**config.mk**
```make
export PLATFORM = sky130hd
export DESIGN_NAME = bmp_stream_encoder
export DESIGN_NICKNAME = d
export VERILOG_FILES = /design/src/hw/rtl/bse_pkg.sv /design/src/hw/rtl/bse_front.sv /design/src/hw/rtl/bse_queue.sv /design/src/hw/rtl/bse_back.sv /design/src/hw/rtl/bmp_stream_encoder.sv
export SDC_FILE = /design/constraint.sdc
export NUM_CORES = 1
export LEC_CHECK = 0
export ABC_AREA = 1
export BUFFER_PORTS_ARGS = -buffer_cell sky130_fd_sc_hd__buf_2
export CAP_MARGIN = 10
export CORE_AREA = 10 10 251 253
export CTS_CLUSTER_DIAMETER = 60
export DETAILED_ROUTE_END_ITERATION = 12
export DIE_AREA = 0 0 261 263
export PLACE_DENSITY_LB_ADDON = 0.12
export SKIP_LAST_GASP = 1
export SYNTH_ARGS = -nofsm -noshare
export SYNTH_HDL_FRONTEND = slang
export SYNTH_SLANG_ARGS = --single-unit
```
**constraint.sdc**
```tcl
create_clock -name clk -period 7.7 [get_ports clk]
set_input_delay 0.385 -clock clk [delete_from_list [all_inputs] [get_ports clk]]
set_output_delay 0.385 -clock clk [all_outputs]
set_load 0.01 [all_outputs]
```
**src/hw/rtl/bse_pkg.sv**
```systemverilog
// ----------------------------------------------------------------------------
// bse_pkg
// Shared types, codes and header helpers of the BMP stream encoder.
// ----------------------------------------------------------------------------
`default_nettype none

package bse_pkg;

  localparam int WIDTH_W  = 13;   // image width and height registers
  localparam int COL_W    = 14;   // column counter, may step past the width by up to seven
  localparam int ROWB_W   = 15;   // padded bytes per row
  localparam int ISIZE_W  = ROWB_W + WIDTH_W;
  localparam int PAL_W    = 9;
  localparam int IDX_W    = 6;    // byte index inside one command
  localparam int QDEPTH   = 4;
  localparam int QPTR_W   = $clog2(QDEPTH);
  localparam int CFG_IDX_W = 2;

  localparam int MAX_WIDTH_DEF  = 4096;
  localparam int MAX_HEIGHT_DEF = 4096;

  // image modes
  localparam logic [1:0] MODE_BILEVEL   = 2'd0;
  localparam logic [1:0] MODE_PALETTE   = 2'd1;
  localparam logic [1:0] MODE_TRUECOLOR = 2'd2;
  localparam logic [1:0] MODE_ALIAS     = 2'd3;  // treated as palette mode

  // request types
  localparam logic [1:0] REQ_BEGIN   = 2'd0;
  localparam logic [1:0] REQ_PALETTE = 2'd1;
  localparam logic [1:0] REQ_PIXEL   = 2'd2;

  // configuration register indexes
  localparam logic [CFG_IDX_W-1:0] CFG_MODE          = 2'd0;
  localparam logic [CFG_IDX_W-1:0] CFG_WIDTH         = 2'd1;
  localparam logic [CFG_IDX_W-1:0] CFG_HEIGHT        = 2'd2;
  localparam logic [CFG_IDX_W-1:0] CFG_PALETTE_COUNT = 2'd3;

  localparam logic [IDX_W-1:0] HDR_LAST_PLAIN   = 6'd53;
  localparam logic [IDX_W-1:0] HDR_LAST_BILEVEL = 6'd61;

  localparam logic [31:0] PELS_PER_M = 32'd2834;
  localparam logic [31:0] INFO_SIZE  = 32'd40;

  typedef enum logic [1:0] {
    DEPTH_1,
    DEPTH_4,
    DEPTH_8,
    DEPTH_24
  } depth_t;

  typedef enum logic {
    CMD_BYTES,
    CMD_HEADER
  } cmd_kind_t;

  typedef struct packed {
    cmd_kind_t            kind;
    logic [1:0]           ndata;
    logic [2:0]           nzero;
    logic [7:0]           d0;
    logic [7:0]           d1;
    logic [7:0]           d2;
    logic [WIDTH_W-1:0]   w;
    logic [WIDTH_W-1:0]   h;
    logic [ROWB_W-1:0]    rowb;
    depth_t               depth;
    logic                 mode0;
  } cmd_t;

  typedef struct packed {
    logic             active;
    logic [IDX_W-1:0] idx;
  } back_status_t;

  function automatic logic [31:0] depth_bits(input depth_t d);
    case (d)
      DEPTH_1:  depth_bits = 32'd1;
      DEPTH_4:  depth_bits = 32'd4;
      DEPTH_8:  depth_bits = 32'd8;
      default:  depth_bits = 32'd24;
    endcase
  endfunction

  function automatic logic [31:0] depth_colors(input depth_t d);
    case (d)
      DEPTH_1:  depth_colors = 32'd2;
      DEPTH_4:  depth_colors = 32'd16;
      DEPTH_8:  depth_colors = 32'd256;
      default:  depth_colors = 32'd0;
    endcase
  endfunction

  // 54 plus four bytes per palette entry
  function automatic logic [31:0] depth_hsize(input depth_t d);
    case (d)
      DEPTH_1:  depth_hsize = 32'd62;
      DEPTH_4:  depth_hsize = 32'd118;
      DEPTH_8:  depth_hsize = 32'd1078;
      default:  depth_hsize = 32'd54;
    endcase
  endfunction

endpackage

`default_nettype wire

```
**src/hw/rtl/bse_front.sv**
```systemverilog
// ----------------------------------------------------------------------------
// bse_front
// Accepts request beats, keeps the row and packing state and turns each
// request that makes file bytes into one command for the byte sequencer.
// ----------------------------------------------------------------------------
`default_nettype none

module bse_front #(
  parameter int MAX_WIDTH  = bse_pkg::MAX_WIDTH_DEF,
  parameter int MAX_HEIGHT = bse_pkg::MAX_HEIGHT_DEF
) (
  input  wire logic                          clk,
  input  wire logic                          rst,
  input  wire logic                          in_valid,
  output logic                               in_stall,
  input  wire logic [1:0]                    req_type,
  input  wire logic [7:0]                    index_or_byte,
  input  wire logic [7:0]                    red,
  input  wire logic [7:0]                    green,
  input  wire logic [7:0]                    blue,
  input  wire logic [1:0]                    image_mode,
  input  wire logic [bse_pkg::WIDTH_W-1:0]   image_width,
  input  wire logic [bse_pkg::WIDTH_W-1:0]   image_height,
  input  wire logic [bse_pkg::PAL_W-1:0]     palette_count,
  input  wire logic                          q_full,
  output logic                               push,
  output bse_pkg::cmd_t                      cmd
);
  import bse_pkg::*;

  logic [COL_W-1:0]   column_count, column_count_next;
  logic [WIDTH_W-1:0] row_count, row_count_next;
  logic [7:0]         bit_accumulator, bit_accumulator_next;
  logic [2:0]         bit_position, bit_position_next;
  logic [3:0]         nibble_hold, nibble_hold_next;
  logic [1:0]         row_byte_phase, row_byte_phase_next;
  logic [PAL_W-1:0]   palette_seen, palette_seen_next;

  logic [WIDTH_W-1:0] eff_w, eff_h;
  logic [1:0]         eff_mode;
  depth_t             depth;
  logic [17:0]        wbits;
  logic [18:0]        wbits_rnd;
  logic [7:0]         acc_or;
  logic [1:0]         pad;
  logic               has_bytes;
  logic               accept;

  assign in_stall = q_full;
  assign accept   = in_valid && !in_stall;
  assign push     = accept && has_bytes;

  always_comb begin
    if (image_width == '0) begin
      eff_w = WIDTH_W'(1);
    end else if (32'(image_width) > 32'(MAX_WIDTH)) begin
      eff_w = WIDTH_W'(MAX_WIDTH);
    end else begin
      eff_w = image_width;
    end
    if (image_height == '0) begin
      eff_h = WIDTH_W'(1);
    end else if (32'(image_height) > 32'(MAX_HEIGHT)) begin
      eff_h = WIDTH_W'(MAX_HEIGHT);
    end else begin
      eff_h = image_height;
    end
    eff_mode = (image_mode == MODE_ALIAS) ? MODE_PALETTE : image_mode;
    if (eff_mode == MODE_BILEVEL) begin
      depth = DEPTH_1;
    end else if (eff_mode == MODE_TRUECOLOR) begin
      depth = DEPTH_24;
    end else if (palette_count <= PAL_W'(2)) begin
      depth = DEPTH_1;
    end else if (palette_count <= PAL_W'(16)) begin
      depth = DEPTH_4;
    end else begin
      depth = DEPTH_8;
    end
  end

  // padded row length in bytes
  always_comb begin
    case (depth)
      DEPTH_1:  wbits = {5'b0, eff_w};
      DEPTH_4:  wbits = {3'b0, eff_w, 2'b0};
      DEPTH_8:  wbits = {2'b0, eff_w, 3'b0};
      default:  wbits = {2'b0, eff_w, 3'b0} + {1'b0, eff_w, 4'b0};
    endcase
    wbits_rnd = {1'b0, wbits} + 19'd31;
  end

  always_comb begin
    column_count_next    = column_count;
    row_count_next       = row_count;
    bit_accumulator_next = bit_accumulator;
    bit_position_next    = bit_position;
    nibble_hold_next     = nibble_hold;
    row_byte_phase_next  = row_byte_phase;
    palette_seen_next    = palette_seen;
    cmd                  = '0;
    cmd.kind             = CMD_BYTES;
    cmd.depth            = depth;
    cmd.w                = eff_w;
    cmd.h                = eff_h;
    cmd.rowb             = {wbits_rnd[17:5], 2'b00};
    cmd.mode0            = (eff_mode == MODE_BILEVEL);
    acc_or               = bit_accumulator;
    pad                  = 2'd0;
    case (req_type)
      REQ_BEGIN: begin
        column_count_next    = '0;
        row_count_next       = '0;
        bit_accumulator_next = '0;
        bit_position_next    = '0;
        nibble_hold_next     = '0;
        row_byte_phase_next  = '0;
        palette_seen_next    = '0;
        cmd.kind             = CMD_HEADER;
      end
      REQ_PALETTE: begin
        if (eff_mode == MODE_PALETTE) begin
          cmd.ndata = 2'd3;
          cmd.nzero = 3'd1;
          if (palette_seen < palette_count) begin
            cmd.d0 = blue;
            cmd.d1 = green;
            cmd.d2 = red;
          end else begin
            cmd.d0 = 8'hff;
            cmd.d1 = 8'hff;
            cmd.d2 = 8'hff;
          end
          if (palette_seen != '1) begin
            palette_seen_next = palette_seen + PAL_W'(1);
          end
        end
      end
      REQ_PIXEL: begin
        if (row_count < eff_h) begin
          case (eff_mode)
            MODE_BILEVEL: begin
              cmd.d0            = ~index_or_byte;
              cmd.ndata         = 2'd1;
              column_count_next = column_count + COL_W'(8);
            end
            MODE_TRUECOLOR: begin
              cmd.d0            = blue;
              cmd.d1            = green;
              cmd.d2            = red;
              cmd.ndata         = 2'd3;
              column_count_next = column_count + COL_W'(1);
            end
            default: begin
              column_count_next = column_count + COL_W'(1);
              case (depth)
                DEPTH_1: begin
                  acc_or = (index_or_byte != 8'd0) ?
                           (bit_accumulator | (8'h80 >> bit_position)) : bit_accumulator;
                  if (column_count_next >= {1'b0, eff_w} || bit_position == 3'd7) begin
                    cmd.d0               = acc_or;
                    cmd.ndata            = 2'd1;
                    bit_accumulator_next = '0;
                    bit_position_next    = '0;
                  end else begin
                    bit_accumulator_next = acc_or;
                    bit_position_next    = bit_position + 3'd1;
                  end
                end
                DEPTH_4: begin
                  if (!column_count[0]) begin
                    nibble_hold_next = index_or_byte[3:0];
                    if (column_count_next >= {1'b0, eff_w}) begin
                      cmd.d0    = {index_or_byte[3:0], 4'h0};
                      cmd.ndata = 2'd1;
                    end
                  end else begin
                    cmd.d0           = {nibble_hold, index_or_byte[3:0]};
                    cmd.ndata        = 2'd1;
                    nibble_hold_next = '0;
                  end
                end
                default: begin
                  cmd.d0    = index_or_byte;
                  cmd.ndata = 2'd1;
                end
              endcase
            end
          endcase
          row_byte_phase_next = row_byte_phase + cmd.ndata;
          // row complete: pad to four bytes, maybe close the image
          if (column_count_next >= {1'b0, eff_w}) begin
            pad                  = 2'd0 - row_byte_phase_next;
            cmd.nzero            = {1'b0, pad};
            row_byte_phase_next  = '0;
            column_count_next    = '0;
            bit_accumulator_next = '0;
            bit_position_next    = '0;
            nibble_hold_next     = '0;
            row_count_next       = row_count + WIDTH_W'(1);
            if (row_count_next >= eff_h) begin
              cmd.nzero = {1'b0, pad} + 3'd2;
            end
          end
        end
      end
      default: begin
      end
    endcase
    has_bytes = (cmd.kind == CMD_HEADER) || (cmd.ndata != 2'd0) || (cmd.nzero != 3'd0);
  end

  always_ff @(posedge clk) begin
    if (rst) begin
      column_count    <= '0;
      row_count       <= '0;
      bit_accumulator <= '0;
      bit_position    <= '0;
      nibble_hold     <= '0;
      row_byte_phase  <= '0;
      palette_seen    <= '0;
    end else if (accept) begin
      column_count    <= column_count_next;
      row_count       <= row_count_next;
      bit_accumulator <= bit_accumulator_next;
      bit_position    <= bit_position_next;
      nibble_hold     <= nibble_hold_next;
      row_byte_phase  <= row_byte_phase_next;
      palette_seen    <= palette_seen_next;
    end
  end

endmodule

`default_nettype wire

```
**src/hw/rtl/bse_queue.sv**
```systemverilog
// ----------------------------------------------------------------------------
// bse_queue
// Short command queue between the request front and the byte sequencer.
// ----------------------------------------------------------------------------
`default_nettype none

module bse_queue (
  input  wire logic                     clk,
  input  wire logic                     rst,
  input  wire logic                     push,
  input  wire bse_pkg::cmd_t            push_cmd,
  input  wire logic                     pop,
  output bse_pkg::cmd_t                 head,
  output logic                          full,
  output logic                          empty,
  output logic [bse_pkg::QPTR_W:0]      count
);
  import bse_pkg::*;

  cmd_t              mem [QDEPTH];
  logic [QPTR_W-1:0] wr_ptr;
  logic [QPTR_W-1:0] rd_ptr;

  assign full  = (count == (QPTR_W + 1)'(QDEPTH));
  assign empty = (count == '0);
  assign head  = mem[rd_ptr];

  always_ff @(posedge clk) begin
    if (push) begin
      mem[wr_ptr] <= push_cmd;
    end
  end

  always_ff @(posedge clk) begin
    if (rst) begin
      wr_ptr <= '0;
      rd_ptr <= '0;
      count  <= '0;
    end else begin
      if (push) begin
        wr_ptr <= wr_ptr + QPTR_W'(1);
      end
      if (pop) begin
        rd_ptr <= rd_ptr + QPTR_W'(1);
      end
      if (push && !pop) begin
        count <= count + (QPTR_W + 1)'(1);
      end else if (pop && !push) begin
        count <= count - (QPTR_W + 1)'(1);
      end
    end
  end

endmodule

`default_nettype wire

```
**src/hw/rtl/bse_back.sv**
```systemverilog
// ----------------------------------------------------------------------------
// bse_back
// Byte sequencer: expands the command at the queue head into file bytes,
// one per cycle unless out_stall holds the output, through a registered output stage.
// ----------------------------------------------------------------------------
`default_nettype none

module bse_back (
  input  wire logic                  clk,
  input  wire logic                  rst,
  input  wire bse_pkg::cmd_t         head,
  input  wire logic                  head_valid,
  output logic                       pop,
  output logic                       out_valid,
  input  wire logic                  out_stall,
  output logic [7:0]                 out_byte,
  output logic                       last_of_run,
  output bse_pkg::back_status_t      status
);
  import bse_pkg::*;

  logic [IDX_W-1:0]   idx;
  logic [ISIZE_W-1:0] isize;
  logic [31:0]        fsize;

  logic               advance;
  logic               emit;
  logic               is_last;
  logic [7:0]         byte_val;
  logic [3:0]         total;
  logic [IDX_W-1:0]   hoff;
  logic [31:0]        hword;
  logic [31:0]        hshift;

  assign advance = !out_valid || !out_stall;
  assign emit    = advance && head_valid;
  assign pop     = emit && is_last;
  assign status  = '{active: head_valid, idx: idx};

  always_comb begin
    total  = 4'(head.ndata) + 4'(head.nzero);
    hoff   = idx - IDX_W'(2);
    case (hoff[5:2])
      4'd0:    hword = fsize;
      4'd2:    hword = depth_hsize(head.depth);
      4'd3:    hword = INFO_SIZE;
      4'd4:    hword = 32'(head.w);
      4'd5:    hword = 32'(head.h);
      4'd6:    hword = {16'(depth_bits(head.depth)), 16'd1};
      4'd8:    hword = 32'(isize);
      4'd9:    hword = PELS_PER_M;
      4'd10:   hword = PELS_PER_M;
      4'd11:   hword = depth_colors(head.depth);
      4'd12:   hword = depth_colors(head.depth);
      4'd14:   hword = 32'h00ff_ffff;  // white entry of the bilevel palette
      default: hword = 32'd0;
    endcase
    hshift = hword >> {hoff[1:0], 3'b000};
    if (head.kind == CMD_HEADER) begin
      is_last = (idx == (head.mode0 ? HDR_LAST_BILEVEL : HDR_LAST_PLAIN));
      if (idx == IDX_W'(0)) begin
        byte_val = 8'h42;
      end else if (idx == IDX_W'(1)) begin
        byte_val = 8'h4d;
      end else begin
        byte_val = hshift[7:0];
      end
    end else begin
      is_last = (idx == IDX_W'(total) - IDX_W'(1));
      if (idx < IDX_W'(head.ndata)) begin
        case (idx[1:0])
          2'd0:    byte_val = head.d0;
          2'd1:    byte_val = head.d1;
          default: byte_val = head.d2;
        endcase
      end else begin
        byte_val = 8'd0;
      end
    end
  end

  always_ff @(posedge clk) begin
    if (rst) begin
      out_valid <= 1'b0;
      idx       <= '0;
    end else if (advance) begin
      out_valid <= head_valid;
      if (head_valid) begin
        idx <= is_last ? '0 : idx + IDX_W'(1);
      end
    end
  end

  // image and file size worked out while the magic bytes go out
  always_ff @(posedge clk) begin
    if (emit) begin
      out_byte    <= byte_val;
      last_of_run <= is_last;
      if (head.kind == CMD_HEADER && idx == IDX_W'(0)) begin
        isize <= ISIZE_W'(head.rowb) * ISIZE_W'(head.h);
      end
      if (head.kind == CMD_HEADER && idx == IDX_W'(1)) begin
        fsize <= 32'(isize) + depth_hsize(head.depth) + 32'd2;
      end
    end
  end

endmodule

`default_nettype wire

```
**src/hw/rtl/bmp_stream_encoder.sv**
```systemverilog
// ----------------------------------------------------------------------------
// bmp_stream_encoder
// Writes an uncompressed BMP file as a byte stream from header, palette and
// pixel requests.
// ----------------------------------------------------------------------------
//  channel  signals                                        handshake
//  in       req_type index_or_byte red green blue          in_valid / in_stall
//  out      out_byte last_of_run                           out_valid / out_stall
//  cfg      cfg_index cfg_data                             cfg_we
//
//  one output byte per cycle while out_stall is low; an item makes as many bytes
//  as follows: 3 for a truecolor pixel before row padding, 4 for a palette entry, 54 or 62 for a header
//  the front takes an item per cycle while the four-entry command queue has room
//  isize and file size come from a multiplier during the first two header bytes
//  reset is synchronous and clears the counters, the queue and the output stage
//  in_stall follows queue full; out_stall holds the output register
// ----------------------------------------------------------------------------
`default_nettype none

module bmp_stream_encoder #(
  parameter int MAX_WIDTH  = bse_pkg::MAX_WIDTH_DEF,
  parameter int MAX_HEIGHT = bse_pkg::MAX_HEIGHT_DEF
) (
  input  wire logic                          clk,
  input  wire logic                          rst,
  input  wire logic                          in_valid,
  output logic                               in_stall,
  input  wire logic [1:0]                    req_type,
  input  wire logic [7:0]                    index_or_byte,
  input  wire logic [7:0]                    red,
  input  wire logic [7:0]                    green,
  input  wire logic [7:0]                    blue,
  output logic                               out_valid,
  input  wire logic                          out_stall,
  output logic [7:0]                         out_byte,
  output logic                               last_of_run,
  input  wire logic                          cfg_we,
  input  wire logic [bse_pkg::CFG_IDX_W-1:0] cfg_index,
  input  wire logic [bse_pkg::WIDTH_W-1:0]   cfg_data
);
  import bse_pkg::*;

  logic [1:0]         image_mode;
  logic [WIDTH_W-1:0] image_width;
  logic [WIDTH_W-1:0] image_height;
  logic [PAL_W-1:0]   palette_count;

  cmd_t               push_cmd;
  cmd_t               head;
  logic               q_push, q_pop, q_full, q_empty;
  logic [QPTR_W:0]    q_count;
  back_status_t       back_status;

  always_ff @(posedge clk) begin
    if (rst) begin
      image_mode    <= MODE_PALETTE;
      image_width   <= WIDTH_W'(1);
      image_height  <= WIDTH_W'(1);
      palette_count <= PAL_W'(2);
    end else if (cfg_we) begin
      case (cfg_index)
        CFG_MODE:          image_mode    <= cfg_data[1:0];
        CFG_WIDTH:         image_width   <= cfg_data;
        CFG_HEIGHT:        image_height  <= cfg_data;
        CFG_PALETTE_COUNT: palette_count <= cfg_data[PAL_W-1:0];
        default: begin
        end
      endcase
    end
  end

  bse_front #(
    .MAX_WIDTH  (MAX_WIDTH),
    .MAX_HEIGHT (MAX_HEIGHT)
  ) u_front (
    .clk           (clk),
    .rst           (rst),
    .in_valid      (in_valid),
    .in_stall      (in_stall),
    .req_type      (req_type),
    .index_or_byte (index_or_byte),
    .red           (red),
    .green         (green),
    .blue          (blue),
    .image_mode    (image_mode),
    .image_width   (image_width),
    .image_height  (image_height),
    .palette_count (palette_count),
    .q_full        (q_full),
    .push          (q_push),
    .cmd           (push_cmd)
  );

  bse_queue u_queue (
    .clk      (clk),
    .rst      (rst),
    .push     (q_push),
    .push_cmd (push_cmd),
    .pop      (q_pop),
    .head     (head),
    .full     (q_full),
    .empty    (q_empty),
    .count    (q_count)
  );

  bse_back u_back (
    .clk         (clk),
    .rst         (rst),
    .head        (head),
    .head_valid  (!q_empty),
    .pop         (q_pop),
    .out_valid   (out_valid),
    .out_stall   (out_stall),
    .out_byte    (out_byte),
    .last_of_run (last_of_run),
    .status      (back_status)
  );

  a_queue_bound: assert property (@(posedge clk) disable iff (rst)
    q_count <= (QPTR_W + 1)'(QDEPTH))
    else $error("command queue count past its depth");

  a_no_push_full: assert property (@(posedge clk) disable iff (rst)
    q_push |-> !q_full)
    else $error("command pushed into a full queue");

  a_no_pop_empty: assert property (@(posedge clk) disable iff (rst)
    q_pop |-> back_status.active)
    else $error("command popped from an empty queue");

  a_idx_bound: assert property (@(posedge clk) disable iff (rst)
    back_status.idx <= HDR_LAST_BILEVEL)
    else $error("byte index past the longest command");

endmodule

`default_nettype wire

```
; Word-level counts from Yosys, hierarchy flattened
; Memory sizes are Yosys's and may differ from the RTL's. A register that Yosys moved wholly into a read port is not among the register bits.
; Index checks and enable logic that the tools add are counted.
[classes]
addsub = 20
n_mul = 1
order_cmp = 10
n_eq_ne = 37
shifts = 2
n_mux = 84
bitwise = 3
n_reduce_logical = 50
[op_table]
columns = cell, n
row1 = one-hot mux 32 bit (10 select lines), 1
row2 = 2-to-1 mux 8 bit, 13
row3 = 2-to-1 mux 13 bit, 6
row4 = 2-to-1 mux 14 bit, 5
row5 = 2-to-1 mux 32 bit, 2
row6 = one-hot mux 8 bit (2 select lines), 4
row7 = 2-to-1 mux 29 bit, 2
row8 = one-hot mux 29 bit (2 select lines), 1
row9 = one-hot mux 18 bit (3 select lines), 1
row10 = one-hot mux 11 bit (3 select lines), 1
row11 = adder 28 x 32 -> 32 bit, 1
row12 = "adder 32 x 2 -> 32 bit, second input constant", 1
row13 = >> shifter 32 x 5 -> 8 bit, 1
row14 = greater-or-equal comparator 14 x 13 -> 1 bit, 2
row15 = multiplier 15 x 13 -> 28 bit, 1
row16 = one-hot mux 14 bit (2 select lines), 1
row17 = 2-to-1 mux 3 bit, 9
row18 = one-hot mux 9 bit (3 select lines), 1
row19 = "greater-than comparator 13 bit, second input constant", 2
row20 = logical NOT 13 bit, 2
row21 = one-hot mux 13 bit (2 select lines), 1
row22 = "== test 4 bit, second input constant", 6
row23 = 2-to-1 mux 24 bit, 1
row24 = 2-to-1 mux 4 bit, 6
row25 = 61 further kinds, 136
[word_totals]
ff_bits = 173
ram_bits = 288
input_bits = 54
out_inout_bits = 11
elab_cells = 228
mem_count = 1
[memory_table]
columns = memory, depth, width, read_ports, rd_ports_with_merged_regs, wr, line_no
row1 = u_queue.mem, 4, 72, 1, 1, 1, bse_queue.sv:20  ; cmd_t mem [QDEPTH];

; Depth between registers and ports, before layout
[depth]
depth_word = 25
depth_mapped = 39
ltp_nobuf = 38

; Hierarchy
; From an unflattened synthesis, not the netlist that was laid out.
[hier_totals]
cells_unflattened = 3681
area_unflattened_um2 = 31544.0
[by_module_without_submodules]
columns = module, instances, cells_per_inst, area_per_inst_um2, seq_area_each_um2
row1 = bse_back, 1, 1485, 11421.0, 2122.0
row2 = bse_queue, 1, 774, 11403.4, 9068.7
row3 = bse_front, 1, 1189, 7135.6, 1061.0
row4 = bmp_stream_encoder, 1, 233, 1584.0, 740.7

; Least setup slack after synthesis
; No wires, ideal clock.
[synth_path]
path_kind = reg2reg
startpoint = reg u_front.column_count[6]
endpoint = mem u_queue.mem[0][0] (netlist bit) (enable)
setup_ns = 0.502
arrival_time_ns = 6.841
required_ns = 7.198
slack_ns = 0.356
stages_incl_launch_ff = 30
path_buffers = 1
period_less_slack_ns = 7.344
path_cell_list = dfxtp_1 > buf_4 > nand2_1 > nor3_1 > nand3_1 > nor2_1 > nand2_1 > xnor2_1 > ha_1 > nand2_1 > inv_1 > a221oi_1 > o211ai_1 > a21oi_2 > nand3_2 > nand2_2 > nand3_4 > ha_1 > xnor2_1 > xor2_1 > xor2_1 > ha_1 > inv_1 > nor2_1 > nand2_1 > nand3_1 > nor2_2 > nand3_4 > nand2_2 > nor2_1
[synth_via]
elab_chain_len = 20
word_cells_on_any_way = 29
cone_classes = add/sub (5) / order compare (2) / mux (16) / reduce/logical (6)
[synth_lines]
columns = element, line_no
row1 = start: declaration, bse_front.sv:31  ; logic [COL_W-1:0] column_count, column_count_next;
row2 = start signal: assignment, bse_front.sv:223  ; column_count <= column_count_next;
row3 = adder 14 x 1 -> 14 bit, "bse_front.sv:152, bse_front.sv:155"
row4 = greater-or-equal comparator 14 x 13 -> 1 bit, "bse_front.sv:160, bse_front.sv:173"
row5 = 2-to-1 mux 1 bit / logical OR 1 bit (equally long branches), "bse_front.sv:173, bse_front.sv:160"
row6 = "2-to-1 mux 1 bit, on equally long branches", "bse_front.sv:171, bse_front.sv:160"
row7 = one-hot mux 2 bit (2 select lines), bse_front.sv:156  ; case (depth)
row8 = one-hot mux 2 bit (2 select lines), bse_front.sv:141  ; case (eff_mode)
row9 = 2-to-1 mux 2 bit, bse_front.sv:140  ; if (row_count < eff_h) begin
row10 = 2-to-1 mux 2 bit, bse_front.sv:110  ; case (req_type)
row11 = (+4 left out), -
row12 = 2-to-1 mux 3 bit, bse_front.sv:192  ; if (column_count_next >= {1'b0, eff_w}) begin
row13 = 2-to-1 mux 29 bit (*), bse_front.sv:140
row14 = one-hot mux 29 bit (2 select lines) (*), bse_front.sv:110
row15 = nonzero test 3 bit, bse_front.sv:210  ; has_bytes = (cmd.kind == CMD_HEADER) || (cmd.ndata != 2'd0) || (cmd.nzero != 3'd0);
row16 = logical OR 1 bit (*), bse_front.sv:210
row17 = logical AND 1 bit (*), bse_front.sv:51  ; assign push = accept && has_bytes;
row18 = 2-to-1 mux 1 bit (*), bse_queue.sv:29  ; if (push) begin
row19 = 2-to-1 mux 1 bit (implied by the code) (*), bse_queue.sv:30  ; mem[wr_ptr] <= push_cmd;
row20 = end: declaration, bse_queue.sv:20
; Every way passes the cells marked *; elsewhere a longest branch is shown, timed or not. The select of a mux whose other input is x is not followed.

==> impl_metrics.tcl <==
set metrics [dict create \
    grt_pass1_vias 21770 \
    synth_most_common_cell "nand2_1" \
    nNetsFinal 3529 \
    htreeDepth 2 \
    antenna_found_initial 0 \
    seq_power_share 0.289 \
    p_sw_frac 0.4114 \
    slew-limit-headroom 0.3252 \
    die_x_um 261 \
    switchingPower_mw 4.870 \
    final.min_clock_period_ns 6.905 \
    cts_sinks 456 \
    required_ns 8.05 \
    drt_iter0_drc 1765 \
    ir_drop_uv 549.7 \
    globalplace.congestion 0.9494 \
    via_per_inst 5.531 \
    arrival_ns 7.26 \
    ys_seq_elements 456 \
    clk_pin_slew_worst_paths_ns 0.06 \
    rows 89 \
    numCtsBuffers 52 \
    synth_top_cell_area_share 0.3663 \
    path_cells "inv_4 > nand2_1 > a32oi_1 > nand2_1 > fa_1 > fa_1 > inv_1 > fa_1 > inv_1 > fa_1 > inv_1 > fa_1 > ha_1 > nand2_1 > o21ai_0 > inv_1 > o21ai_0 > a21o_1 > a21boi_0 > inv_1 > a31oi_1 > xor2_1" \
    cts_buffer_depth 3 \
    final_cells 3987 \
    fin_util 0.5434 \
    grt_overflow 0 \
    synth_edf_count 350 \
    die_y_um 263 \
    start_util 0.4927 \
    hpwlAfterDp_um 58880 \
    syn_nets 3471 \
    p_clk_frac 0.213 \
    yosys.area.top_type "edfxtp_1" \
    io_pins 65 \
    timing.fmax_mhz 144.8 \
    syn_area_per_cell_um2 9.220 \
    synth_area_leaders "edfxtp_1 37%, fa_1 8.7%, ha_1 7.8%" \
    root_buffer "clkbuf_16" \
    outcome "completed" \
    drive_above_1_share 0.08867 \
    cts.repair.resized 0 \
    worst_slack_ns 0.7953 \
    hold_viol_final 0 \
    reg2regPathDepth 22 \
    portBuffers 64 \
    leakage_nw 13.55 \
    num_vias 22050 \
    period_share 0.8967 \
    p_comb_frac 0.498 \
    syn_inst 3112 \
    synthDistinctLibCells 68 \
    synth_warnings 0 \
    core_area_mm2 0.05824 \
    drv_slew 0 \
    place_ws_ns 0.8656 \
    hold_depth 3 \
    cpMaxStageDelayCell "a32oi_1" \
    whs_ns 0.05875 \
    max_stage_delay_ns 0.73 \
    antenna_cells 0 \
    post_drt_wl_per_cell_um 19.99 \
    power_density_mw_per_mm2 374.0 \
    hold_path_class "input port to flop" \
    worst_pin_slew_ns 1.009 \
    grt_first_pass_wirelength_um 124800 \
    cp-start-kind "flop" \
    skew_ns 0.01981 \
    synth_ff_type "edfxtp_1" \
    cts_tree "built" \
    setup-tns-final_ns 0 \
    syn2layout_area_growth_pct 10.30 \
    netlist_area_mm2 0.02869 \
    setup_viol 0 \
    rsz0062_at_grt "no" \
    ant_nets 0 \
    seq_area_frac_synth 0.4403 \
    insertion_delay_ns 0.61 \
    p_int_mw 6.966 \
    hold_buffers 1 \
    routed_wl_um 79710 \
    ys_top_cells_by_count "543 x nand2_1, 440 x inv_1, 350 x edfxtp_1" \
    ys_async_sr_fraction 0 \
    grt_max_degree 88 \
    crit_path_end_kind "flop" \
    crit_fanout 53 \
    post-cts-setup-buffers 0 \
    first_pass_iters 5 \
    dieArea_mm2 0.06864 \
    drc_errors 0 \
    cap_violations 0 \
    path_class "flop to flop" \
    placedCellCount 3888 \
    grtUsageTotal 0.2310 \
]
[power groups by stage]
stage | sequential (mW) | combinational (mW) | clock (mW)
4_1_cts | 3.42 | 5.98 | 2.57
5_1_grt | 3.44 | 6.76 | 2.67
6_report | 3.42 | 5.90 | 2.52
3_5_place_dp | 3.47 | 5.95 | 0
3_3_place_gp | 3.47 | 5.91 | 0
2_1_floorplan | 3.41 | 4.33 | 0
[metrics by stage]
step	power, mW	instance area, um^2
2_1_floorplan	7.739	28690
3_3_place_gp	9.373	29890
3_5_place_dp	9.419	29890
4_1_cts	11.97	31650
5_1_grt	12.88	31650
6_report	11.84	31650
[routing by layer]
metal  vias up  share of wire  GRT usage
met1     10740           0.45     0.3209
li1      10570              -          -
met5         -              0          0
met4         0          0.028    0.07124
met3       122          0.052    0.02870
met2       616           0.47     0.3714
[path summary, 6_finish.rpt]
path / start / end / slack, ns
worst max-delay path: flop / u_back.isize[25] / 0.80
worst min register to register: u_front.bit_accumulator[0] / u_front.bit_accumulator[0] / 0.44
worst min-delay path: index_or_byte[2] / u_front.nibble_hold[2] / 0.06
worst max register to register: flop / u_back.isize[25] / 0.80
[registers in the layout, summed over array words and instances (netlist names), 2 cells and up, named ones only]
signal	count
u_queue.mem	288
u_back.fsize	27
u_back.isize	26
u_front.column_count	14
image_height	13
image_width	13
u_front.row_count	13
palette_count	9
u_front.palette_seen	9
u_back.out_byte	8
u_front.bit_accumulator	8
u_back.idx	6
u_front.nibble_hold	4
u_front.bit_position	3
u_queue.count	3
image_mode	2
u_front.row_byte_phase	2
u_queue.rd_ptr	2
u_queue.wr_ptr	2
[critical path, delay by kind of cell (launching register included)]
| kind | cells | cell delay (ns) |
|---|---|---|
| AOI/OAI and AO/OA | 6 | 1.85 |
| xor gates and xnor gates | 1 | 0.15 |
| and+or+nand+nor | 3 | 0.34 |
| adders and majority gates | 6 | 2.96 |
| DFF | 1 | 0.51 |
| buffers and inverters | 6 | 0.81 |
[layout by cell type, fill, tap and decap left out, types with 27 or more instances in the layout]
cell       Yosys  layout
a211oi_1      27      27
a21oi_1      223     222
buf_2         38      64
buf_4         12      42
clkbuf_16      0      53
dfxtp_1      106     105
edfxtp_1     350     350
fa_1         125     125
ha_1         180     180
inv_1        440     439
nand2_1      543     543
nand3_1      125     125
nor2_1       325     321
nor3_1        34      32
o21ai_0      167     167
xor2_1        73      73
[cell families after synthesis]
group | after synthesis | synth area share
AOI/OAI and AO/OA | 586 | 0.1231
xor gates and xnor gates | 93 | 0.02839
buffers and inverters | 559 | 0.07740
and+or+nand+nor | 1113 | 0.1651
adders and majority gates | 305 | 0.1657
DFF | 456 | 0.4403
[layout make-up]
type                            instances  area (um^2)
Inverter                              453         1704
Clock buffer                           72         1448
Clock inverter                         26        301.5
Multi-Input combinational cell       2097        13880
Tap cell                              773        967.2
Timing Repair Buffer                  110        705.7
Sequential cell                       456        12640
Fill cell                            5386        26590
Power figures use the tool's default switching activity.
